[config.mk]
export PLATFORM = sky130hd
export DESIGN_NAME = ode_shooting_residual
export DESIGN_NICKNAME = d
export VERILOG_FILES = /design/src/osr_pkg.sv /design/src/osr_mdu.sv /design/src/osr_isqrt.sv /design/src/ode_shooting_residual.sv
export SDC_FILE = /design/constraint.sdc
export NUM_CORES = 2
export LEC_CHECK = 0
export BUFFER_PORTS_ARGS = -buffer_cell sky130_fd_sc_hd__buf_2
export CORE_ASPECT_RATIO = 0.75
export CORE_UTILIZATION = 40
export CTS_CLUSTER_SIZE = 24
export DETAILED_ROUTE_END_ITERATION = 10
export PLACE_DENSITY = 0.52
export SETUP_SLACK_MARGIN = 0.2
export SLEW_MARGIN = 15
export SYNTH_ARGS = -nofsm -noshare
export SYNTH_HDL_FRONTEND = slang
export SYNTH_SLANG_ARGS = --single-unit
[constraint.sdc]
create_clock -name clk -period 15.5 [get_ports clk]
set_clock_uncertainty 0.15 [all_clocks]
set_input_delay 3.1 -clock clk [delete_from_list [all_inputs] [get_ports clk]]
set_output_delay 3.1 -clock clk [all_outputs]
set_load 0.02 [all_outputs]
[src/osr_pkg.sv]
// ----------------------------------------------------------------------------
// osr_pkg: shared types and constants of the shooting residual block
// field layouts, register limits and sequencer codes
// ----------------------------------------------------------------------------
package osr_pkg;

	localparam int unsigned STEPS_W   = 13;
	localparam int unsigned STEPS_MIN = 2;
	localparam int unsigned STEPS_MAX = 4096;
	localparam int unsigned STEPS_RST = 2048;
	localparam int unsigned ADDR_W    = 3;
	localparam int unsigned K_W       = 12;
	localparam int unsigned NSQ_W     = 25;
	localparam int unsigned DIV_W     = 39;
	localparam int unsigned SCL_W     = 13;
	localparam int unsigned RES_W     = 47;

	typedef struct packed {
		logic [46:0]        reynolds;
		logic signed [47:0] wavenumber;
		logic signed [47:0] omega_real;
		logic signed [47:0] omega_imag;
	} operands_t;

	typedef struct packed {
		logic [46:0] residual;
		logic        overflow;
	} result_t;

	typedef enum logic [1:0] {
		MD_MULQ,
		MD_SCALE,
		MD_RAW
	} mdu_mode_t;

	typedef struct packed {
		mdu_mode_t mode;
		logic      flip;
	} mdu_ctl_t;

	typedef enum logic [1:0] {
		MS_IDLE,
		MS_MUL,
		MS_DIV,
		MS_FIN
	} mdu_state_t;

	typedef enum logic [1:0] {
		SQ_IDLE,
		SQ_RUN,
		SQ_FIN
	} sq_state_t;

	typedef enum logic [2:0] {
		TS_IDLE,
		TS_ISSUE,
		TS_WAIT,
		TS_ROOT,
		TS_ROOT_WAIT,
		TS_DONE
	} top_state_t;

	typedef enum logic [4:0] {
		OP_NSQ,
		OP_ARE0,
		OP_ARE1,
		OP_AIM0,
		OP_AIM1,
		OP_BIM,
		OP_GC0,
		OP_GC1,
		OP_PR0,
		OP_PR1,
		OP_PI0,
		OP_PI1,
		OP_QR,
		OP_QI,
		OP_GR0,
		OP_GR1,
		OP_GR2,
		OP_GR3,
		OP_GI0,
		OP_GI1,
		OP_GI2,
		OP_GI3,
		OP_SQ0,
		OP_SQ1
	} op_t;

	typedef enum logic [3:0] {
		D_NONE,
		D_ARE,
		D_AIM,
		D_BIM,
		D_GCR,
		D_GCI,
		D_PR,
		D_PI,
		D_QR,
		D_QI,
		D_GR,
		D_GI,
		D_NSQ,
		D_SQ
	} dst_t;

	typedef enum logic [1:0] {
		WB_LD,
		WB_NEG,
		WB_ADD,
		WB_SUB
	} wb_t;

endpackage

[src/osr_mdu.sv]
// ----------------------------------------------------------------------------
// osr_mdu: shared multiply / scale unit
// shift-add product, given out raw or followed by fixed-point rounding or
// restoring division; those two round half away from zero and saturate to the word
// ----------------------------------------------------------------------------
module osr_mdu #(
	parameter int unsigned W = 48,
	parameter int unsigned F = 32
) (
	input  logic                       clk,
	input  logic                       arst_n,
	input  logic                       start,
	input  osr_pkg::mdu_ctl_t          ctl,
	input  logic [W-1:0]               x,
	input  logic [W-1:0]               m,
	input  logic [osr_pkg::DIV_W-1:0]  d,
	output logic                       done,
	output logic [W-1:0]               res,
	output logic [2*W-1:0]             prod,
	output logic                       ovf
);

	localparam int unsigned PW = 2 * W;
	localparam int unsigned SB = W + osr_pkg::SCL_W;
	localparam int unsigned CW = $clog2(SB + 1);
	localparam int unsigned DW = osr_pkg::DIV_W;
	localparam logic [PW:0] WMAX_E = {{(PW + 2 - W){1'b0}}, {(W - 1){1'b1}}};

	osr_pkg::mdu_state_t state_q, state_d;
	osr_pkg::mdu_mode_t  mode_q;
	logic                neg_q;
	logic [PW-1:0]       mcand_q;
	logic [W-1:0]        mplier_q;
	logic [PW-1:0]       prod_q;
	logic [DW-1:0]       d_q;
	logic [SB-1:0]       div_q;
	logic [SB-1:0]       quo_q;
	logic [DW-1:0]       rem_q;
	logic [CW-1:0]       cnt_q;

	logic [W-1:0]        xmag;
	logic [DW:0]         trial;
	logic [DW:0]         diff;
	logic                ge;
	logic [PW:0]         qsel;
	logic                rnd;

	assign xmag  = x[W-1] ? (~x + 1'b1) : x;
	assign trial = {rem_q, div_q[SB-1]};
	assign diff  = trial - {1'b0, d_q};
	assign ge    = trial >= {1'b0, d_q};

	// next state
	always_comb begin
		state_d = state_q;
		case (state_q)
			osr_pkg::MS_IDLE: begin
				if (start) state_d = osr_pkg::MS_MUL;
			end
			osr_pkg::MS_MUL: begin
				if (mplier_q == '0) begin
					state_d = (mode_q == osr_pkg::MD_SCALE) ? osr_pkg::MS_DIV : osr_pkg::MS_FIN;
				end
			end
			osr_pkg::MS_DIV: begin
				if (cnt_q == CW'(SB - 1)) state_d = osr_pkg::MS_FIN;
			end
			osr_pkg::MS_FIN: state_d = osr_pkg::MS_IDLE;
			default: state_d = osr_pkg::MS_IDLE;
		endcase
	end

	// rounding and saturation of the finished product or quotient
	always_comb begin
		rnd  = 1'b0;
		qsel = '0;
		res  = '0;
		ovf  = 1'b0;
		done = (state_q == osr_pkg::MS_FIN);
		case (mode_q)
			osr_pkg::MD_MULQ: begin
				rnd  = prod_q[F-1];
				qsel = {1'b0, prod_q >> F} + {{PW{1'b0}}, rnd};
			end
			osr_pkg::MD_SCALE: begin
				rnd  = {rem_q, 1'b0} >= {1'b0, d_q};
				qsel = {{(PW + 1 - SB){1'b0}}, quo_q} + {{PW{1'b0}}, rnd};
			end
			default: qsel = '0;
		endcase
		if (mode_q != osr_pkg::MD_RAW) begin
			if (!neg_q) begin
				if (qsel > WMAX_E) begin
					ovf = 1'b1;
					res = {1'b0, {(W - 1){1'b1}}};
				end else begin
					res = qsel[W-1:0];
				end
			end else begin
				if (qsel > WMAX_E + 1'b1) begin
					ovf = 1'b1;
					res = {1'b1, {(W - 1){1'b0}}};
				end else begin
					res = ~qsel[W-1:0] + 1'b1;
				end
			end
		end
	end

	assign prod = prod_q;

	always_ff @(posedge clk or negedge arst_n) begin
		if (!arst_n) begin
			state_q <= osr_pkg::MS_IDLE;
			mode_q  <= osr_pkg::MD_MULQ;
			cnt_q   <= '0;
		end else begin
			state_q <= state_d;
			case (state_q)
				osr_pkg::MS_IDLE: begin
					if (start) begin
						mode_q   <= ctl.mode;
						neg_q    <= x[W-1] ^ ctl.flip;
						mcand_q  <= {{W{1'b0}}, xmag};
						mplier_q <= m;
						prod_q   <= '0;
						d_q      <= d;
					end
				end
				osr_pkg::MS_MUL: begin
					if (mplier_q != '0) begin
						prod_q   <= prod_q + (mplier_q[0] ? mcand_q : '0);
						mcand_q  <= mcand_q << 1;
						mplier_q <= mplier_q >> 1;
					end else begin
						div_q <= prod_q[SB-1:0];
						quo_q <= '0;
						rem_q <= '0;
						cnt_q <= '0;
					end
				end
				osr_pkg::MS_DIV: begin
					rem_q <= ge ? diff[DW-1:0] : trial[DW-1:0];
					quo_q <= {quo_q[SB-2:0], ge};
					div_q <= div_q << 1;
					cnt_q <= cnt_q + 1'b1;
				end
				default: ;
			endcase
		end
	end

endmodule

[src/osr_isqrt.sv]
// ----------------------------------------------------------------------------
// osr_isqrt: digit-recurrence integer square root
// two radicand bits per cycle, floor of the root
// ----------------------------------------------------------------------------
module osr_isqrt #(
	parameter int unsigned W = 48
) (
	input  logic             clk,
	input  logic             arst_n,
	input  logic             start,
	input  logic [2*W-1:0]   radicand,
	output logic             done,
	output logic [W-1:0]     root
);

	localparam int unsigned CW = $clog2(W + 1);

	osr_pkg::sq_state_t state_q, state_d;
	logic [2*W-1:0]     rad_q;
	logic [W+1:0]       rem_q;
	logic [W-1:0]       root_q;
	logic [CW-1:0]      cnt_q;

	logic [W+3:0]       trem;
	logic [W+3:0]       tsub;
	logic [W+3:0]       tdiff;
	logic               ge;

	assign trem  = {rem_q, rad_q[2*W-1:2*W-2]};
	assign tsub  = {2'b00, root_q, 2'b01};
	assign tdiff = trem - tsub;
	assign ge    = trem >= tsub;

	always_comb begin
		state_d = state_q;
		case (state_q)
			osr_pkg::SQ_IDLE: begin
				if (start) state_d = osr_pkg::SQ_RUN;
			end
			osr_pkg::SQ_RUN: begin
				if (cnt_q == CW'(W - 1)) state_d = osr_pkg::SQ_FIN;
			end
			osr_pkg::SQ_FIN: state_d = osr_pkg::SQ_IDLE;
			default: state_d = osr_pkg::SQ_IDLE;
		endcase
	end

	always_comb begin
		done = (state_q == osr_pkg::SQ_FIN);
		root = root_q;
	end

	always_ff @(posedge clk or negedge arst_n) begin
		if (!arst_n) begin
			state_q <= osr_pkg::SQ_IDLE;
			cnt_q   <= '0;
		end else begin
			state_q <= state_d;
			case (state_q)
				osr_pkg::SQ_IDLE: begin
					if (start) begin
						rad_q  <= radicand;
						rem_q  <= '0;
						root_q <= '0;
						cnt_q  <= '0;
					end
				end
				osr_pkg::SQ_RUN: begin
					rem_q  <= ge ? tdiff[W+1:0] : trem[W+1:0];
					root_q <= {root_q[W-2:0], ge};
					rad_q  <= rad_q << 2;
					cnt_q  <= cnt_q + 1'b1;
				end
				default: ;
			endcase
		end
	end

endmodule

[src/ode_shooting_residual.sv]
// ----------------------------------------------------------------------------
// ode_shooting_residual: shooting residual of a transformed stability equation
// forms a, b from the inputs, runs the three-term complex recurrence over
// steps-1 steps and returns the saturated magnitude of the last value
// ----------------------------------------------------------------------------
//
// channel   ports                                   transfer
// -------   -------------------------------------   ---------------------------
// command   start, busy, operands                   start high while busy low
// result    done, result                            done high, one cycle
// config    psel, penable, pwrite, paddr, pwdata,   psel & penable & pwrite
//           prdata, pready
//
// one item runs as a list of operations on the shared multiply / scale unit:
// eight setup operations, fourteen per recurrence step, two squares, then the
// root. a product runs the issue, a shift-add over the multiplier bits, a
// check that the multiplier is empty and the done state; a rational scaling
// adds a division after a product of at most 13 multiplier bits, one quotient
// bit a cycle over W+13 bits. busy stays high from the accepted start until
// the done cycle; done cannot be stalled, and the result register holds its
// value until the root of the next item is done.
// reset clears control state and sets steps to 2048.
//
module ode_shooting_residual #(
	parameter int unsigned WORD_BITS = 48,
	parameter int unsigned FRAC_BITS = 32
) (
	input  logic                        clk,
	input  logic                        arst_n,
	input  logic                        psel,
	input  logic                        penable,
	input  logic                        pwrite,
	input  logic [osr_pkg::ADDR_W-1:0]  paddr,
	input  logic [31:0]                 pwdata,
	output logic [31:0]                 prdata,
	output logic                        pready,
	input  logic                        start,
	input  osr_pkg::operands_t          operands,
	output logic                        busy,
	output logic                        done,
	output osr_pkg::result_t            result
);

	localparam int unsigned W  = WORD_BITS;
	localparam int unsigned DW = osr_pkg::DIV_W;
	localparam logic [W-1:0] WMAX = {1'b0, {(W - 1){1'b1}}};
	localparam logic [W-1:0] WMIN = {1'b1, {(W - 1){1'b0}}};
	localparam logic signed [65:0] WMAX_E = (66'sd1 <<< (W - 1)) - 66'sd1;
	localparam logic signed [65:0] WMIN_E = -WMAX_E - 66'sd1;
	localparam logic signed [65:0] ONE_E  = 66'sd1 <<< FRAC_BITS;
	localparam logic [64:0] WMAX_U = (65'd1 << (W - 1)) - 65'd1;
	localparam logic [64:0] RES_MAX = {18'd0, {osr_pkg::RES_W{1'b1}}};
	localparam logic [64:0] LIM = (WMAX_U < RES_MAX) ? WMAX_U : RES_MAX;

	// clamp a wide signed value into the word, flag in the top bit
	function automatic logic [W:0] clamp_in(input logic signed [65:0] v);
		if (v > WMAX_E) return {1'b1, WMAX};
		if (v < WMIN_E) return {1'b1, WMIN};
		return {1'b0, v[W-1:0]};
	endfunction

	function automatic logic [W-1:0] mag_w(input logic [W-1:0] v);
		return v[W-1] ? (~v + 1'b1) : v;
	endfunction

	function automatic logic [W-1:0] scl_w(input logic [osr_pkg::SCL_W-1:0] v);
		return {{(W - osr_pkg::SCL_W){1'b0}}, v};
	endfunction

	// configuration register
	logic [osr_pkg::STEPS_W-1:0] steps_q;
	logic                        reg_hit;
	logic [osr_pkg::STEPS_W-1:0] wr_steps;

	assign reg_hit = (paddr[osr_pkg::ADDR_W-1:2] == '0);
	assign pready  = 1'b1;
	assign prdata  = reg_hit ? {{(32 - osr_pkg::STEPS_W){1'b0}}, steps_q} : 32'd0;

	always_comb begin
		wr_steps = pwdata[osr_pkg::STEPS_W-1:0];
		if (wr_steps < osr_pkg::STEPS_W'(osr_pkg::STEPS_MIN))
			wr_steps = osr_pkg::STEPS_W'(osr_pkg::STEPS_MIN);
		if (wr_steps > osr_pkg::STEPS_W'(osr_pkg::STEPS_MAX))
			wr_steps = osr_pkg::STEPS_W'(osr_pkg::STEPS_MAX);
	end

	always_ff @(posedge clk or negedge arst_n) begin
		if (!arst_n) begin
			steps_q <= osr_pkg::STEPS_W'(osr_pkg::STEPS_RST);
		end else if (psel && penable && pwrite && pready && reg_hit) begin
			steps_q <= wr_steps;
		end
	end

	// working registers
	osr_pkg::top_state_t state_q, state_d;
	osr_pkg::op_t        pc_q;
	logic [W-1:0] rey_q, kz_q, wr_q, wi_q;
	logic [W-1:0] are_q, aim_q, bim_q;
	logic [W-1:0] gpr_q, gpi_q, gcr_q, gci_q;
	logic [W-1:0] pr_q, pi_q, qr_q, qi_q, gr_q, gi_q;
	logic [2*W-1:0]               sq_q;
	logic [osr_pkg::STEPS_W-1:0]  n_q;
	logic [osr_pkg::NSQ_W-1:0]    nsq_q;
	logic [osr_pkg::K_W-1:0]      k_q;
	logic [osr_pkg::STEPS_W-1:0]  k1_q;
	logic [DW-1:0]                d1_q, d2_q;
	logic                         ovf_q;
	osr_pkg::result_t             res_q;

	// input clamps at the transfer
	logic [W:0] c_rey, c_kz, c_wr, c_wi, c_one;

	assign c_rey = clamp_in($signed({19'd0, operands.reynolds}));
	assign c_kz  = clamp_in($signed({{18{operands.wavenumber[47]}}, operands.wavenumber}));
	assign c_wr  = clamp_in($signed({{18{operands.omega_real[47]}}, operands.omega_real}));
	assign c_wi  = clamp_in($signed({{18{operands.omega_imag[47]}}, operands.omega_imag}));
	assign c_one = clamp_in(ONE_E);

	// shared unit
	logic                  mdu_start, mdu_done, mdu_ovf;
	osr_pkg::mdu_ctl_t     op_ctl;
	logic [W-1:0]          op_x, op_m, mdu_res;
	logic [DW-1:0]         op_d;
	logic [2*W-1:0]        mdu_prod;
	osr_pkg::dst_t         op_dst;
	osr_pkg::wb_t          op_wb;

	osr_mdu #(.W(W), .F(FRAC_BITS)) u_mdu (
		.clk    (clk),
		.arst_n (arst_n),
		.start  (mdu_start),
		.ctl    (op_ctl),
		.x      (op_x),
		.m      (op_m),
		.d      (op_d),
		.done   (mdu_done),
		.res    (mdu_res),
		.prod   (mdu_prod),
		.ovf    (mdu_ovf)
	);

	logic           sqrt_start, sqrt_done;
	logic [W-1:0]   sqrt_root;

	osr_isqrt #(.W(W)) u_isqrt (
		.clk      (clk),
		.arst_n   (arst_n),
		.start    (sqrt_start),
		.radicand (sq_q),
		.done     (sqrt_done),
		.root     (sqrt_root)
	);

	// operation decode: mulq(x, y) feeds |y| as multiplier with y's sign as flip
	always_comb begin
		op_ctl = '{mode: osr_pkg::MD_MULQ, flip: 1'b0};
		op_x   = '0;
		op_m   = '0;
		op_d   = d1_q;
		op_dst = osr_pkg::D_NONE;
		op_wb  = osr_pkg::WB_LD;
		case (pc_q)
			osr_pkg::OP_NSQ: begin
				op_ctl.mode = osr_pkg::MD_RAW;
				op_x   = {{(W - osr_pkg::STEPS_W){1'b0}}, n_q};
				op_m   = {{(W - osr_pkg::STEPS_W){1'b0}}, n_q};
				op_dst = osr_pkg::D_NSQ;
			end
			osr_pkg::OP_ARE0: begin
				op_x = kz_q; op_m = mag_w(kz_q); op_ctl.flip = kz_q[W-1];
				op_dst = osr_pkg::D_ARE; op_wb = osr_pkg::WB_NEG;
			end
			osr_pkg::OP_ARE1: begin
				op_x = rey_q; op_m = mag_w(wi_q); op_ctl.flip = wi_q[W-1];
				op_dst = osr_pkg::D_ARE; op_wb = osr_pkg::WB_SUB;
			end
			osr_pkg::OP_AIM0: begin
				op_x = rey_q; op_m = mag_w(wr_q); op_ctl.flip = wr_q[W-1];
				op_dst = osr_pkg::D_AIM; op_wb = osr_pkg::WB_LD;
			end
			osr_pkg::OP_AIM1: begin
				op_x = rey_q; op_m = mag_w(kz_q); op_ctl.flip = kz_q[W-1];
				op_dst = osr_pkg::D_AIM; op_wb = osr_pkg::WB_SUB;
			end
			osr_pkg::OP_BIM: begin
				op_x = kz_q; op_m = mag_w(rey_q); op_ctl.flip = rey_q[W-1];
				op_dst = osr_pkg::D_BIM; op_wb = osr_pkg::WB_LD;
			end
			// first step: g1 = 1 - a*h/8
			osr_pkg::OP_GC0: begin
				op_ctl.mode = osr_pkg::MD_SCALE;
				op_x = are_q; op_m = scl_w(osr_pkg::SCL_W'(1));
				op_dst = osr_pkg::D_GCR; op_wb = osr_pkg::WB_SUB;
			end
			osr_pkg::OP_GC1: begin
				op_ctl.mode = osr_pkg::MD_SCALE;
				op_x = aim_q; op_m = scl_w(osr_pkg::SCL_W'(1));
				op_dst = osr_pkg::D_GCI; op_wb = osr_pkg::WB_NEG;
			end
			// p = a * g(k)
			osr_pkg::OP_PR0: begin
				op_x = are_q; op_m = mag_w(gcr_q); op_ctl.flip = gcr_q[W-1];
				op_dst = osr_pkg::D_PR; op_wb = osr_pkg::WB_LD;
			end
			osr_pkg::OP_PR1: begin
				op_x = aim_q; op_m = mag_w(gci_q); op_ctl.flip = gci_q[W-1];
				op_dst = osr_pkg::D_PR; op_wb = osr_pkg::WB_SUB;
			end
			osr_pkg::OP_PI0: begin
				op_x = are_q; op_m = mag_w(gci_q); op_ctl.flip = gci_q[W-1];
				op_dst = osr_pkg::D_PI; op_wb = osr_pkg::WB_LD;
			end
			osr_pkg::OP_PI1: begin
				op_x = aim_q; op_m = mag_w(gcr_q); op_ctl.flip = gcr_q[W-1];
				op_dst = osr_pkg::D_PI; op_wb = osr_pkg::WB_ADD;
			end
			// q = i*b * g(k)
			osr_pkg::OP_QR: begin
				op_x = bim_q; op_m = mag_w(gci_q); op_ctl.flip = gci_q[W-1];
				op_dst = osr_pkg::D_QR; op_wb = osr_pkg::WB_NEG;
			end
			osr_pkg::OP_QI: begin
				op_x = bim_q; op_m = mag_w(gcr_q); op_ctl.flip = gcr_q[W-1];
				op_dst = osr_pkg::D_QI; op_wb = osr_pkg::WB_LD;
			end
			// next value, real then imaginary, four rounded terms each
			osr_pkg::OP_GR0, osr_pkg::OP_GI0: begin
				op_ctl = '{mode: osr_pkg::MD_SCALE, flip: 1'b1};
				op_x = (pc_q == osr_pkg::OP_GR0) ? gpr_q : gpi_q;
				op_m = scl_w(osr_pkg::SCL_W'(k_q - 1'b1));
				op_d = {{(DW - osr_pkg::STEPS_W){1'b0}}, k1_q};
				op_dst = (pc_q == osr_pkg::OP_GR0) ? osr_pkg::D_GR : osr_pkg::D_GI;
				op_wb = osr_pkg::WB_LD;
			end
			osr_pkg::OP_GR1, osr_pkg::OP_GI1: begin
				op_ctl.mode = osr_pkg::MD_SCALE;
				op_x = (pc_q == osr_pkg::OP_GR1) ? gcr_q : gci_q;
				op_m = scl_w({k_q, 1'b0});
				op_d = {{(DW - osr_pkg::STEPS_W){1'b0}}, k1_q};
				op_dst = (pc_q == osr_pkg::OP_GR1) ? osr_pkg::D_GR : osr_pkg::D_GI;
				op_wb = osr_pkg::WB_ADD;
			end
			osr_pkg::OP_GR2, osr_pkg::OP_GI2: begin
				op_ctl.mode = osr_pkg::MD_SCALE;
				op_x = (pc_q == osr_pkg::OP_GR2) ? pr_q : pi_q;
				op_m = scl_w(osr_pkg::SCL_W'(1));
				op_d = d1_q;
				op_dst = (pc_q == osr_pkg::OP_GR2) ? osr_pkg::D_GR : osr_pkg::D_GI;
				op_wb = osr_pkg::WB_SUB;
			end
			osr_pkg::OP_GR3, osr_pkg::OP_GI3: begin
				op_ctl.mode = osr_pkg::MD_SCALE;
				op_x = (pc_q == osr_pkg::OP_GR3) ? qr_q : qi_q;
				op_m = scl_w({1'b0, k_q});
				op_d = d2_q;
				op_dst = (pc_q == osr_pkg::OP_GR3) ? osr_pkg::D_GR : osr_pkg::D_GI;
				op_wb = osr_pkg::WB_SUB;
			end
			// squared magnitude of the final value
			osr_pkg::OP_SQ0: begin
				op_ctl.mode = osr_pkg::MD_RAW;
				op_x = gcr_q; op_m = mag_w(gcr_q);
				op_dst = osr_pkg::D_SQ; op_wb = osr_pkg::WB_LD;
			end
			osr_pkg::OP_SQ1: begin
				op_ctl.mode = osr_pkg::MD_RAW;
				op_x = gci_q; op_m = mag_w(gci_q);
				op_dst = osr_pkg::D_SQ; op_wb = osr_pkg::WB_ADD;
			end
			default: op_dst = osr_pkg::D_NONE;
		endcase
	end

	// write-back with saturating accumulate
	logic [W-1:0]        wb_cur;
	logic signed [W:0]   wb_sum;
	logic [W-1:0]        wb_val;
	logic                wb_ovf;

	always_comb begin
		case (op_dst)
			osr_pkg::D_ARE: wb_cur = are_q;
			osr_pkg::D_AIM: wb_cur = aim_q;
			osr_pkg::D_GCR: wb_cur = gcr_q;
			osr_pkg::D_GCI: wb_cur = gci_q;
			osr_pkg::D_PR:  wb_cur = pr_q;
			osr_pkg::D_PI:  wb_cur = pi_q;
			osr_pkg::D_GR:  wb_cur = gr_q;
			osr_pkg::D_GI:  wb_cur = gi_q;
			default:        wb_cur = '0;
		endcase
		case (op_wb)
			osr_pkg::WB_LD:  wb_sum = $signed({mdu_res[W-1], mdu_res});
			osr_pkg::WB_NEG: wb_sum = -$signed({mdu_res[W-1], mdu_res});
			osr_pkg::WB_ADD: wb_sum = $signed({wb_cur[W-1], wb_cur})
			                        + $signed({mdu_res[W-1], mdu_res});
			osr_pkg::WB_SUB: wb_sum = $signed({wb_cur[W-1], wb_cur})
			                        - $signed({mdu_res[W-1], mdu_res});
			default:         wb_sum = $signed({mdu_res[W-1], mdu_res});
		endcase
		wb_ovf = (wb_sum[W] != wb_sum[W-1]);
		wb_val = wb_ovf ? (wb_sum[W] ? WMIN : WMAX) : wb_sum[W-1:0];
	end

	logic last_k;
	assign last_k = ({1'b0, k_q} == n_q - 1'b1);

	// next state
	always_comb begin
		state_d = state_q;
		case (state_q)
			osr_pkg::TS_IDLE: begin
				if (start) state_d = osr_pkg::TS_ISSUE;
			end
			osr_pkg::TS_ISSUE: state_d = osr_pkg::TS_WAIT;
			osr_pkg::TS_WAIT: begin
				if (mdu_done)
					state_d = (pc_q == osr_pkg::OP_SQ1) ? osr_pkg::TS_ROOT : osr_pkg::TS_ISSUE;
			end
			osr_pkg::TS_ROOT: state_d = osr_pkg::TS_ROOT_WAIT;
			osr_pkg::TS_ROOT_WAIT: begin
				if (sqrt_done) state_d = osr_pkg::TS_DONE;
			end
			osr_pkg::TS_DONE: state_d = osr_pkg::TS_IDLE;
			default: state_d = osr_pkg::TS_IDLE;
		endcase
	end

	// outputs
	always_comb begin
		busy       = (state_q != osr_pkg::TS_IDLE);
		mdu_start  = (state_q == osr_pkg::TS_ISSUE);
		sqrt_start = (state_q == osr_pkg::TS_ROOT);
		done       = (state_q == osr_pkg::TS_DONE);
		result     = res_q;
	end

	logic [64:0] root_u;
	assign root_u = {{(65 - W){1'b0}}, sqrt_root};

	always_ff @(posedge clk or negedge arst_n) begin
		if (!arst_n) begin
			state_q <= osr_pkg::TS_IDLE;
			pc_q    <= osr_pkg::OP_NSQ;
			ovf_q   <= 1'b0;
			k_q     <= '0;
			k1_q    <= '0;
		end else begin
			state_q <= state_d;
			case (state_q)
				osr_pkg::TS_IDLE: begin
					if (start) begin
						rey_q <= c_rey[W-1:0];
						kz_q  <= c_kz[W-1:0];
						wr_q  <= c_wr[W-1:0];
						wi_q  <= c_wi[W-1:0];
						gpr_q <= c_one[W-1:0];
						gcr_q <= c_one[W-1:0];
						gpi_q <= '0;
						gci_q <= '0;
						ovf_q <= c_rey[W] | c_kz[W] | c_wr[W] | c_wi[W] | c_one[W];
						n_q   <= steps_q;
						d1_q  <= DW'({steps_q, 3'b000});
						k_q   <= osr_pkg::K_W'(1);
						k1_q  <= osr_pkg::STEPS_W'(2);
						pc_q  <= osr_pkg::OP_NSQ;
					end
				end
				osr_pkg::TS_WAIT: begin
					if (mdu_done) begin
						ovf_q <= ovf_q | mdu_ovf | wb_ovf;
						case (op_dst)
							osr_pkg::D_ARE: are_q <= wb_val;
							osr_pkg::D_AIM: aim_q <= wb_val;
							osr_pkg::D_BIM: bim_q <= wb_val;
							osr_pkg::D_GCR: gcr_q <= wb_val;
							osr_pkg::D_GCI: gci_q <= wb_val;
							osr_pkg::D_PR:  pr_q  <= wb_val;
							osr_pkg::D_PI:  pi_q  <= wb_val;
							osr_pkg::D_QR:  qr_q  <= wb_val;
							osr_pkg::D_QI:  qi_q  <= wb_val;
							osr_pkg::D_GR:  gr_q  <= wb_val;
							osr_pkg::D_GI: begin
								if (pc_q == osr_pkg::OP_GI3) begin
									// end of step: shift the recurrence window
									gpr_q <= gcr_q;
									gpi_q <= gci_q;
									gcr_q <= gr_q;
									gci_q <= wb_val;
								end else begin
									gi_q <= wb_val;
								end
							end
							osr_pkg::D_NSQ: begin
								nsq_q <= mdu_prod[osr_pkg::NSQ_W-1:0];
								d2_q  <= DW'({mdu_prod[osr_pkg::NSQ_W-1:0], 3'b000});
							end
							osr_pkg::D_SQ: begin
								sq_q <= (op_wb == osr_pkg::WB_ADD) ? (sq_q + mdu_prod) : mdu_prod;
							end
							default: ;
						endcase
						if (pc_q == osr_pkg::OP_GI3) begin
							if (last_k) begin
								pc_q <= osr_pkg::OP_SQ0;
							end else begin
								pc_q <= osr_pkg::OP_PR0;
								k_q  <= k_q + 1'b1;
								k1_q <= k1_q + 1'b1;
								d1_q <= d1_q + DW'({n_q, 2'b00});
								d2_q <= d2_q + DW'({nsq_q, 2'b00});
							end
						end else if (pc_q != osr_pkg::OP_SQ1) begin
							pc_q <= osr_pkg::op_t'(pc_q + 1'b1);
						end
					end
				end
				osr_pkg::TS_ROOT_WAIT: begin
					if (sqrt_done) begin
						if (root_u > LIM) begin
							res_q.residual <= LIM[osr_pkg::RES_W-1:0];
							res_q.overflow <= 1'b1;
						end else begin
							res_q.residual <= root_u[osr_pkg::RES_W-1:0];
							res_q.overflow <= ovf_q;
						end
					end
				end
				default: ;
			endcase
		end
	end

endmodule
* Yosys cells after proc, flatten, opt, wreduce, memory -nomap -nowiden
Index checks and enable logic that the tools add are counted.
** Operators by class
- Add/sub/neg operators :: 25
- Multiply operators :: 0
- Divide/modulo/power cells :: 0
- $lt $le $gt $ge :: 14
- Equal/unequal tests :: 73
- Shift operators :: 0
- Multiplexer cells :: 145
- Bitwise operators :: 14
- Reduce and logical (&&, ||, !) cells :: 73
** Operator list (number)
- $mux W48 :: 31
- $pmux W48 S2 :: 8
- $mux W96 :: 7
- $mux W49 :: 12
- $pmux W48 S12 :: 1
- $pmux W96 S2 :: 3
- $pmux W48 S11 :: 1
- $pmux W48 S8 :: 1
- $mux W39 :: 9
- $add A48 B1 Y48 const B :: 7
- $not A48 Y48 :: 7
- $pmux W61 S2 :: 2
- $pmux W39 S2 :: 3
- $pmux W49 S4 :: 1
- $pmux W97 S2 :: 1
- $add A96 B96 Y96 :: 2
- $gt A48 B48 Y1 const B :: 3
- $lt A48 B48 Y1 const B :: 3
- $mux W61 :: 2
- $mux W50 :: 2
- $pmux W50 S2 :: 1
- $gt A97 B47 Y1 const B :: 1
- $gt A97 B48 Y1 const B :: 1
- $mux W13 :: 7
- other kinds (80) :: 228
** Storage, ports and cells
- Flip-flop bits (word level) :: 1775
- Latch bits :: 0
- Bits in writable memories :: 0
- ROM bits :: 0
- Input bits :: 232
- Memories :: 0

* Logic depth before layout (Yosys ltp)
- Depth in word-level cells :: 16
- Mapped depth :: 61
- Mapped depth without buffers :: 55

* Modules after synthesis
Synthesis repeated with hierarchy kept, for this count alone.
** Unflattened totals
- Cell total of the unflattened synthesis :: 11443
- Area total of the unflattened synthesis :: 112187.6 sq um
** By module, submodules not included
- ode_shooting_residual :: instances 1, cells an instance 6749, area an instance 68079.0 sq um
- osr_mdu :: instances 1, cells an instance 3428, area an instance 32378.6 sq um
- osr_isqrt :: instances 1, cells an instance 1266, area an instance 11730.0 sq um

* Worst setup path after synthesis
Ideal clock, no wire load.
- Kind :: flip-flop to flip-flop
- From :: register pc_q[2]
- To :: register gpi_q[0], enable pin
- Setup time :: 703 ps
- Arrival :: 13237 ps
- Data required time :: 14647 ps
- Slack :: 1410 ps
- Stages on the path, launching flop included :: 24
- Path buffers :: 13
- Clock period less this slack :: 14090 ps
- Cells stage by stage :: dfrtp_1 > clkbuf_1 > clkbuf_1 > clkbuf_1 > clkbuf_1 > clkbuf_1 > buf_1 > clkbuf_1 > clkbuf_1 > buf_1 > clkbuf_1 > and3_1 > ha_1 > a21o_1 > nand2b_1 > nor2_1 > nand2_1 > nor3_1 > or3_1 > clkbuf_1 > nand2b_1 > clkbuf_1 > clkbuf_1 > a221oi_1
** On the way
- Cells in the longest elaborated chain, start to end :: 6
** Ends and longest elaborated chain
- from (decl) :: RTL line ode_shooting_residual.sv:97 : osr_pkg::op_t pc_q;
- from (signal assigned) :: RTL line ode_shooting_residual.sv:345 : pc_q <= osr_pkg::OP_NSQ;
- from (signal assigned) :: RTL line ode_shooting_residual.sv:367 : pc_q <= osr_pkg::OP_NSQ;
- from (signal assigned) :: RTL line ode_shooting_residual.sv:406 : pc_q <= osr_pkg::OP_SQ0;
- $eq A5 B5 Y1 (tied with other cells) :: RTL line ode_shooting_residual.sv:163, ode_shooting_residual.sv:257
- $mux W1 (tied with other cells) :: RTL line ode_shooting_residual.sv:257 : op_dst = (pc_q == osr_pkg::OP_GR3) ? osr_pkg::D_GR : osr_pkg::D_GI;
- $pmux W4 S15 :: RTL line ode_shooting_residual.sv:163 : case (pc_q)
- $eq A4 B4 Y1 :: RTL line ode_shooting_residual.sv:373 : case (op_dst)
- $ne A2 B1 Y1 (no source line)
- $reduce_and A6 Y1 (no source line) *
- to (signal assigned) :: RTL line ode_shooting_residual.sv:388 : gpi_q <= gci_q;
- to (decl) :: RTL line ode_shooting_residual.sv:100 : logic [W-1:0] gpr_q, gpi_q, gcr_q, gci_q;
Mark *: on every way between the ends. The rest lies on a longest branch, timed or not.
A chain may end at the register's enable or synchronous reset.

* Worst setup path after layout
- From :: register u_mdu.rem_q[8]
- To :: register gr_q[37] (data pin)
** On the way
- Cells in the longest elaborated chain, start to end :: 12
** Ends and longest elaborated chain
- from (decl) :: RTL line osr_mdu.sv:38 : logic [DW-1:0] rem_q;
- from (signal assigned) :: RTL line osr_mdu.sv:143 : rem_q <= ge ? diff[DW-1:0] : trial[DW-1:0];
- $ge A40 B39 Y1 * :: RTL line osr_mdu.sv:86 : rnd = {rem_q, 1'b0} >= {1'b0, d_q};
- $add A61 B1 Y62 * :: RTL line osr_mdu.sv:87 : qsel = {{(PW + 1 - SB){1'b0}}, quo_q} + {{PW{1'b0}}, rnd};
- $pmux W97 S2 * :: RTL line osr_mdu.sv:80 : case (mode_q)
- branches (longest 3 deep; another with $gt A97 B47 Y1)
- $mux W48 * :: RTL line osr_mdu.sv:92 : if (!neg_q) begin
- $mux W48 * :: RTL line osr_mdu.sv:91 : if (mode_q != osr_pkg::MD_RAW) begin
- $sub A48 B48 Y49 (tied with other cells) :: RTL line ode_shooting_residual.sv:299 : - $signed({mdu_res[W-1], mdu_res});
- $pmux W49 S4 * :: RTL line ode_shooting_residual.sv:293 : case (op_wb)
- $mux W48 / $ne A1 B1 Y1 (equally long branches) :: RTL line ode_shooting_residual.sv:303, ode_shooting_residual.sv:302
- $mux W48 * :: RTL line ode_shooting_residual.sv:303 : wb_val = wb_ovf ? (wb_sum[W] ? WMIN : WMAX) : wb_sum[W-1:0];
- named net wb_val[37] :: RTL line ode_shooting_residual.sv:278 : logic [W-1:0] wb_val;
- to (signal assigned) :: RTL line ode_shooting_residual.sv:383 : osr_pkg::D_GR: gr_q <= wb_val;
- to (decl) :: RTL line ode_shooting_residual.sv:101 : logic [W-1:0] pr_q, pi_q, qr_q, qi_q, gr_q, gi_q;
Mark *: on every way through the listed nets, which the timed path passes.

==> impl_metrics.env <==
export IMPL_cts_buffers=196
export IMPL_setup_viol=0
export IMPL_drive_above_1_share_pct=10.3
export IMPL_drt_iter0_drc=12000
export IMPL_syn_area_um2=109000
export IMPL_cts_root_buf="clkbuf_16"
export IMPL_tns_ps=0
export IMPL_status="finished clean"
export IMPL_p_per_area_nw_per_um2=90.0
export IMPL_vdd_drop_max_mv=0.0886
export IMPL_yosys_top_cells_count="1708 x edfxtp_1, 1290 x nand2_1, 775 x nor2_1"
export IMPL_synth_largest_area_cell="edfxtp_1"
export IMPL_period_share_pct=93.2
export IMPL_switching_share_pct=23.7
export IMPL_slew_headroom_pct=8.93
export IMPL_route_top_layer_used="met5"
export IMPL_yosysSeqAreaShare_pct=48.4
export IMPL_p_int_mw=8.34
export IMPL_gp_congestion=0.929
export IMPL_grt_first_pass_wirelength_mm=576
export IMPL_finalPower_mw=10.9
export IMPL_syn_instance_count=10900
export IMPL_tightest_slew_ps=1350
export IMPL_vias=90600
export IMPL_die_area_um2=275000
export IMPL_synthArstFlopShare_pct=3.67
export IMPL_max_freq_mhz=69.2
export IMPL_grt_overflow=0
export IMPL_fin_area_um2=121000
export IMPL_ys_flop_type="edfxtp_1"
export IMPL_power_frac_clock_pct=43.1
export IMPL_drc_errors=0
export IMPL_cts_hold_buf=0
export IMPL_synth_edf_count=1708
export IMPL_numPortBuffers=273
export IMPL_ys_seq_elements=1773
export IMPL_path_class="flip-flop to flip-flop"
export IMPL_crit_fanout=13
export IMPL_crit_required_ps=15890
export IMPL_grt_total_usage_pct=28.0
export IMPL_cp_common_cell="a21oi_1"
export IMPL_cp_end_kind="flip-flop"
export IMPL_htreeDepth=4
export IMPL_cpPeakStageDelay_ps=790
export IMPL_clk_insertion_delay_late_ps=880
export IMPL_pin_count=315
export IMPL_power_leakage_nw=45.1
export IMPL_netlist_cell_type_count=113
export IMPL_cp_start_kind="flip-flop"
export IMPL_hp_class="flip-flop to flip-flop"
export IMPL_antenna_left=0
export IMPL_dr_pass1_iters=10
export IMPL_comb_power_share_pct=7.8
export IMPL_syn2layout_area_growth_pct=11.1
export IMPL_cap_viol_max_count=0
export IMPL_fin_util_pct=44.9
export IMPL_placed_cell_area_um2=115000
export IMPL_start_util_pct=40.4
export IMPL_nNetsFinal=11600
export IMPL_cts_tree="done"
export IMPL_drv_slew=0
export IMPL_cp_top_family="compound AO/OA/AOI/OAI gates"
export IMPL_synth_top_area_share_pct=46.9
export IMPL_seqPwrFrac_pct=49.1
export IMPL_synthTopCellsByArea="edfxtp_1 47%, ha_1 4.5%, nand2_1 4.4%"
export IMPL_die_y_um=455
export IMPL_fp_dieW_um=606
export IMPL_cp_num_buf_inv=9
export IMPL_core_um2=271000
export IMPL_slowest_stage="or4_1"
export IMPL_rsz0062_at_grt="no"
export IMPL_wl_met1_mm=182
export IMPL_cts_sinks=1773
export IMPL_power_switching_mw=2.60
export IMPL_grt_max_degree=151
export IMPL_wl_mm=400
export IMPL_final_min_clock_period_ps=14450
export IMPL_yosys_warnings=0
export IMPL_row_count=165
export IMPL_synth_area_per_cell_um2=9.99
export IMPL_hold_violations=0
export IMPL_vias_per_cell=6.15
export IMPL_hpwlAfterDp_mm=285
export IMPL_post_drt_wl_per_cell_um=27.2
export IMPL_wl_met3_mm=42.2
export IMPL_clockBufferDepth=4
export IMPL_grt_pass1_vias=83500
export IMPL_clk_pin_slew_ps=60
export IMPL_yosysMostFrequentCell="edfxtp_1"
export IMPL_wl_met2_mm=163
export IMPL_crit_arrival_ps=14840
export IMPL_antenna_found_initial=16
==> cells by family (layout without fill, tap and decap cells) <==
| kind of cell | after synthesis | count (layout) | share of synthesized area (%) |
|---|---|---|---|
| and+or+nand+nor | 3907 | 3907 | 17.6 |
| AOI/OAI and AO/OA | 2794 | 2795 | 17.2 |
| DFF | 1773 | 1773 | 48.4 |
| buffers and inverters | 1056 | 1227 | 3.76 |
| xor gates and xnor gates | 787 | 787 | 6.31 |
| adders and majority gates | 419 | 419 | 4.81 |
| muxes | 202 | 202 | 1.95 |
| other | 2 | 23 | 0.00687 |
==> worst reg2reg max path: cells and delay by family, from the launching register on <==
family          cells  cell delay [ps]
compound gates     27             6270
flops               1              400
fa+ha+maj           4             1390
simple gates       16             4200
buf+inv             9             1750
==> metal layers <==
metal  vias to the layer above  track usage [%]
li1                      40900                -
met1                     44700             42.1
met2                      4399             39.5
met3                       599             6.55
met4                        18             8.32
met5                         -                0
==> worst paths after layout <==
kind | start | end | slack [ps] | cells after the start
max in group asynchronous | arst_n | pc_q[2] | 12070 | 2
min | u_isqrt.rad_q[36] | u_isqrt.rad_q[38] | 320 | 2
min reg2reg | u_isqrt.rad_q[36] | u_isqrt.rad_q[38] | 320 | 2
min in group asynchronous | arst_n | u_isqrt.cnt_q[2] | 1980 | 1
max | u_mdu.rem_q[8] | gr_q[37] | 1050 | 56
max reg2reg | u_mdu.rem_q[8] | gr_q[37] | 1050 | 56
==> power by group through the flow <==
stage               registers, mW  clock network, mW  logic [mW]
floorplan                    5.45                  0       0.610
global placement             5.47                  0       0.820
detailed placement           5.47                  0       0.832
CTS                          5.37               4.79       0.840
global route                 5.38               4.95       0.948
finish                       5.38               4.71       0.848
==> cell type report <==
class / count / area [um^2]
Fill cell: 25600 / 149000
Antenna cell: 3 / 7.51
Tap cell: 3590 / 4490
Clock inverter: 111 / 1120
Inverter: 304 / 1140
Clock buffer: 232 / 5080
Multi-Input combinational cell: 8130 / 52900
Sequential cell: 1773 / 52900
Timing Repair Buffer: 580 / 3840
==> what timing repair did <==
item	in CTS	in global routing
gates resized for setup	0	12
setup buffers	0	1
setup endpoints to repair	0	519
==> state kept, by name, summed over array words and instances, names as in the netlist, 50 cells and up <==
register / cells
u_mdu.quo_q: 61
sq_q: 96
u_mdu.prod: 96
u_mdu.div_q: 61
u_isqrt.rem_q: 50
u_mdu.mcand_q: 96
u_isqrt.rad_q: 96
==> cell usage in the layout, fill, tap and decap left out, drive strengths merged, types with 130 or more instances in the layout <==
master / synthesis / layout
inv: 301 / 308
o31ai: 133 / 133
a21o: 235 / 235
a22oi: 162 / 162
xor2: 418 / 418
a222oi: 130 / 130
clkbuf: 662 / 232
nor3: 182 / 182
ha: 395 / 395
edfxtp: 1708 / 1708
and2: 326 / 326
nand4: 172 / 172
nand3: 277 / 277
a21oi: 545 / 546
nand2: 1291 / 1291
and3: 190 / 190
o21ai: 707 / 707
xnor2: 369 / 369
buf: 89 / 580
nor2: 776 / 776
==> stage by stage <==
step / cells / hold slack [ps] / setup WS (ps)
after global routing: 14700 / 333 / 306
final: 14700 / 324 / 1050
after global placement: 14400 / 337 / 812
after CTS: 14700 / 320 / 638
after detailed placement: 14400 / 341 / 798
after floorplan: 11000 / 305 / 1410
(Power assumes the default switching activity.)
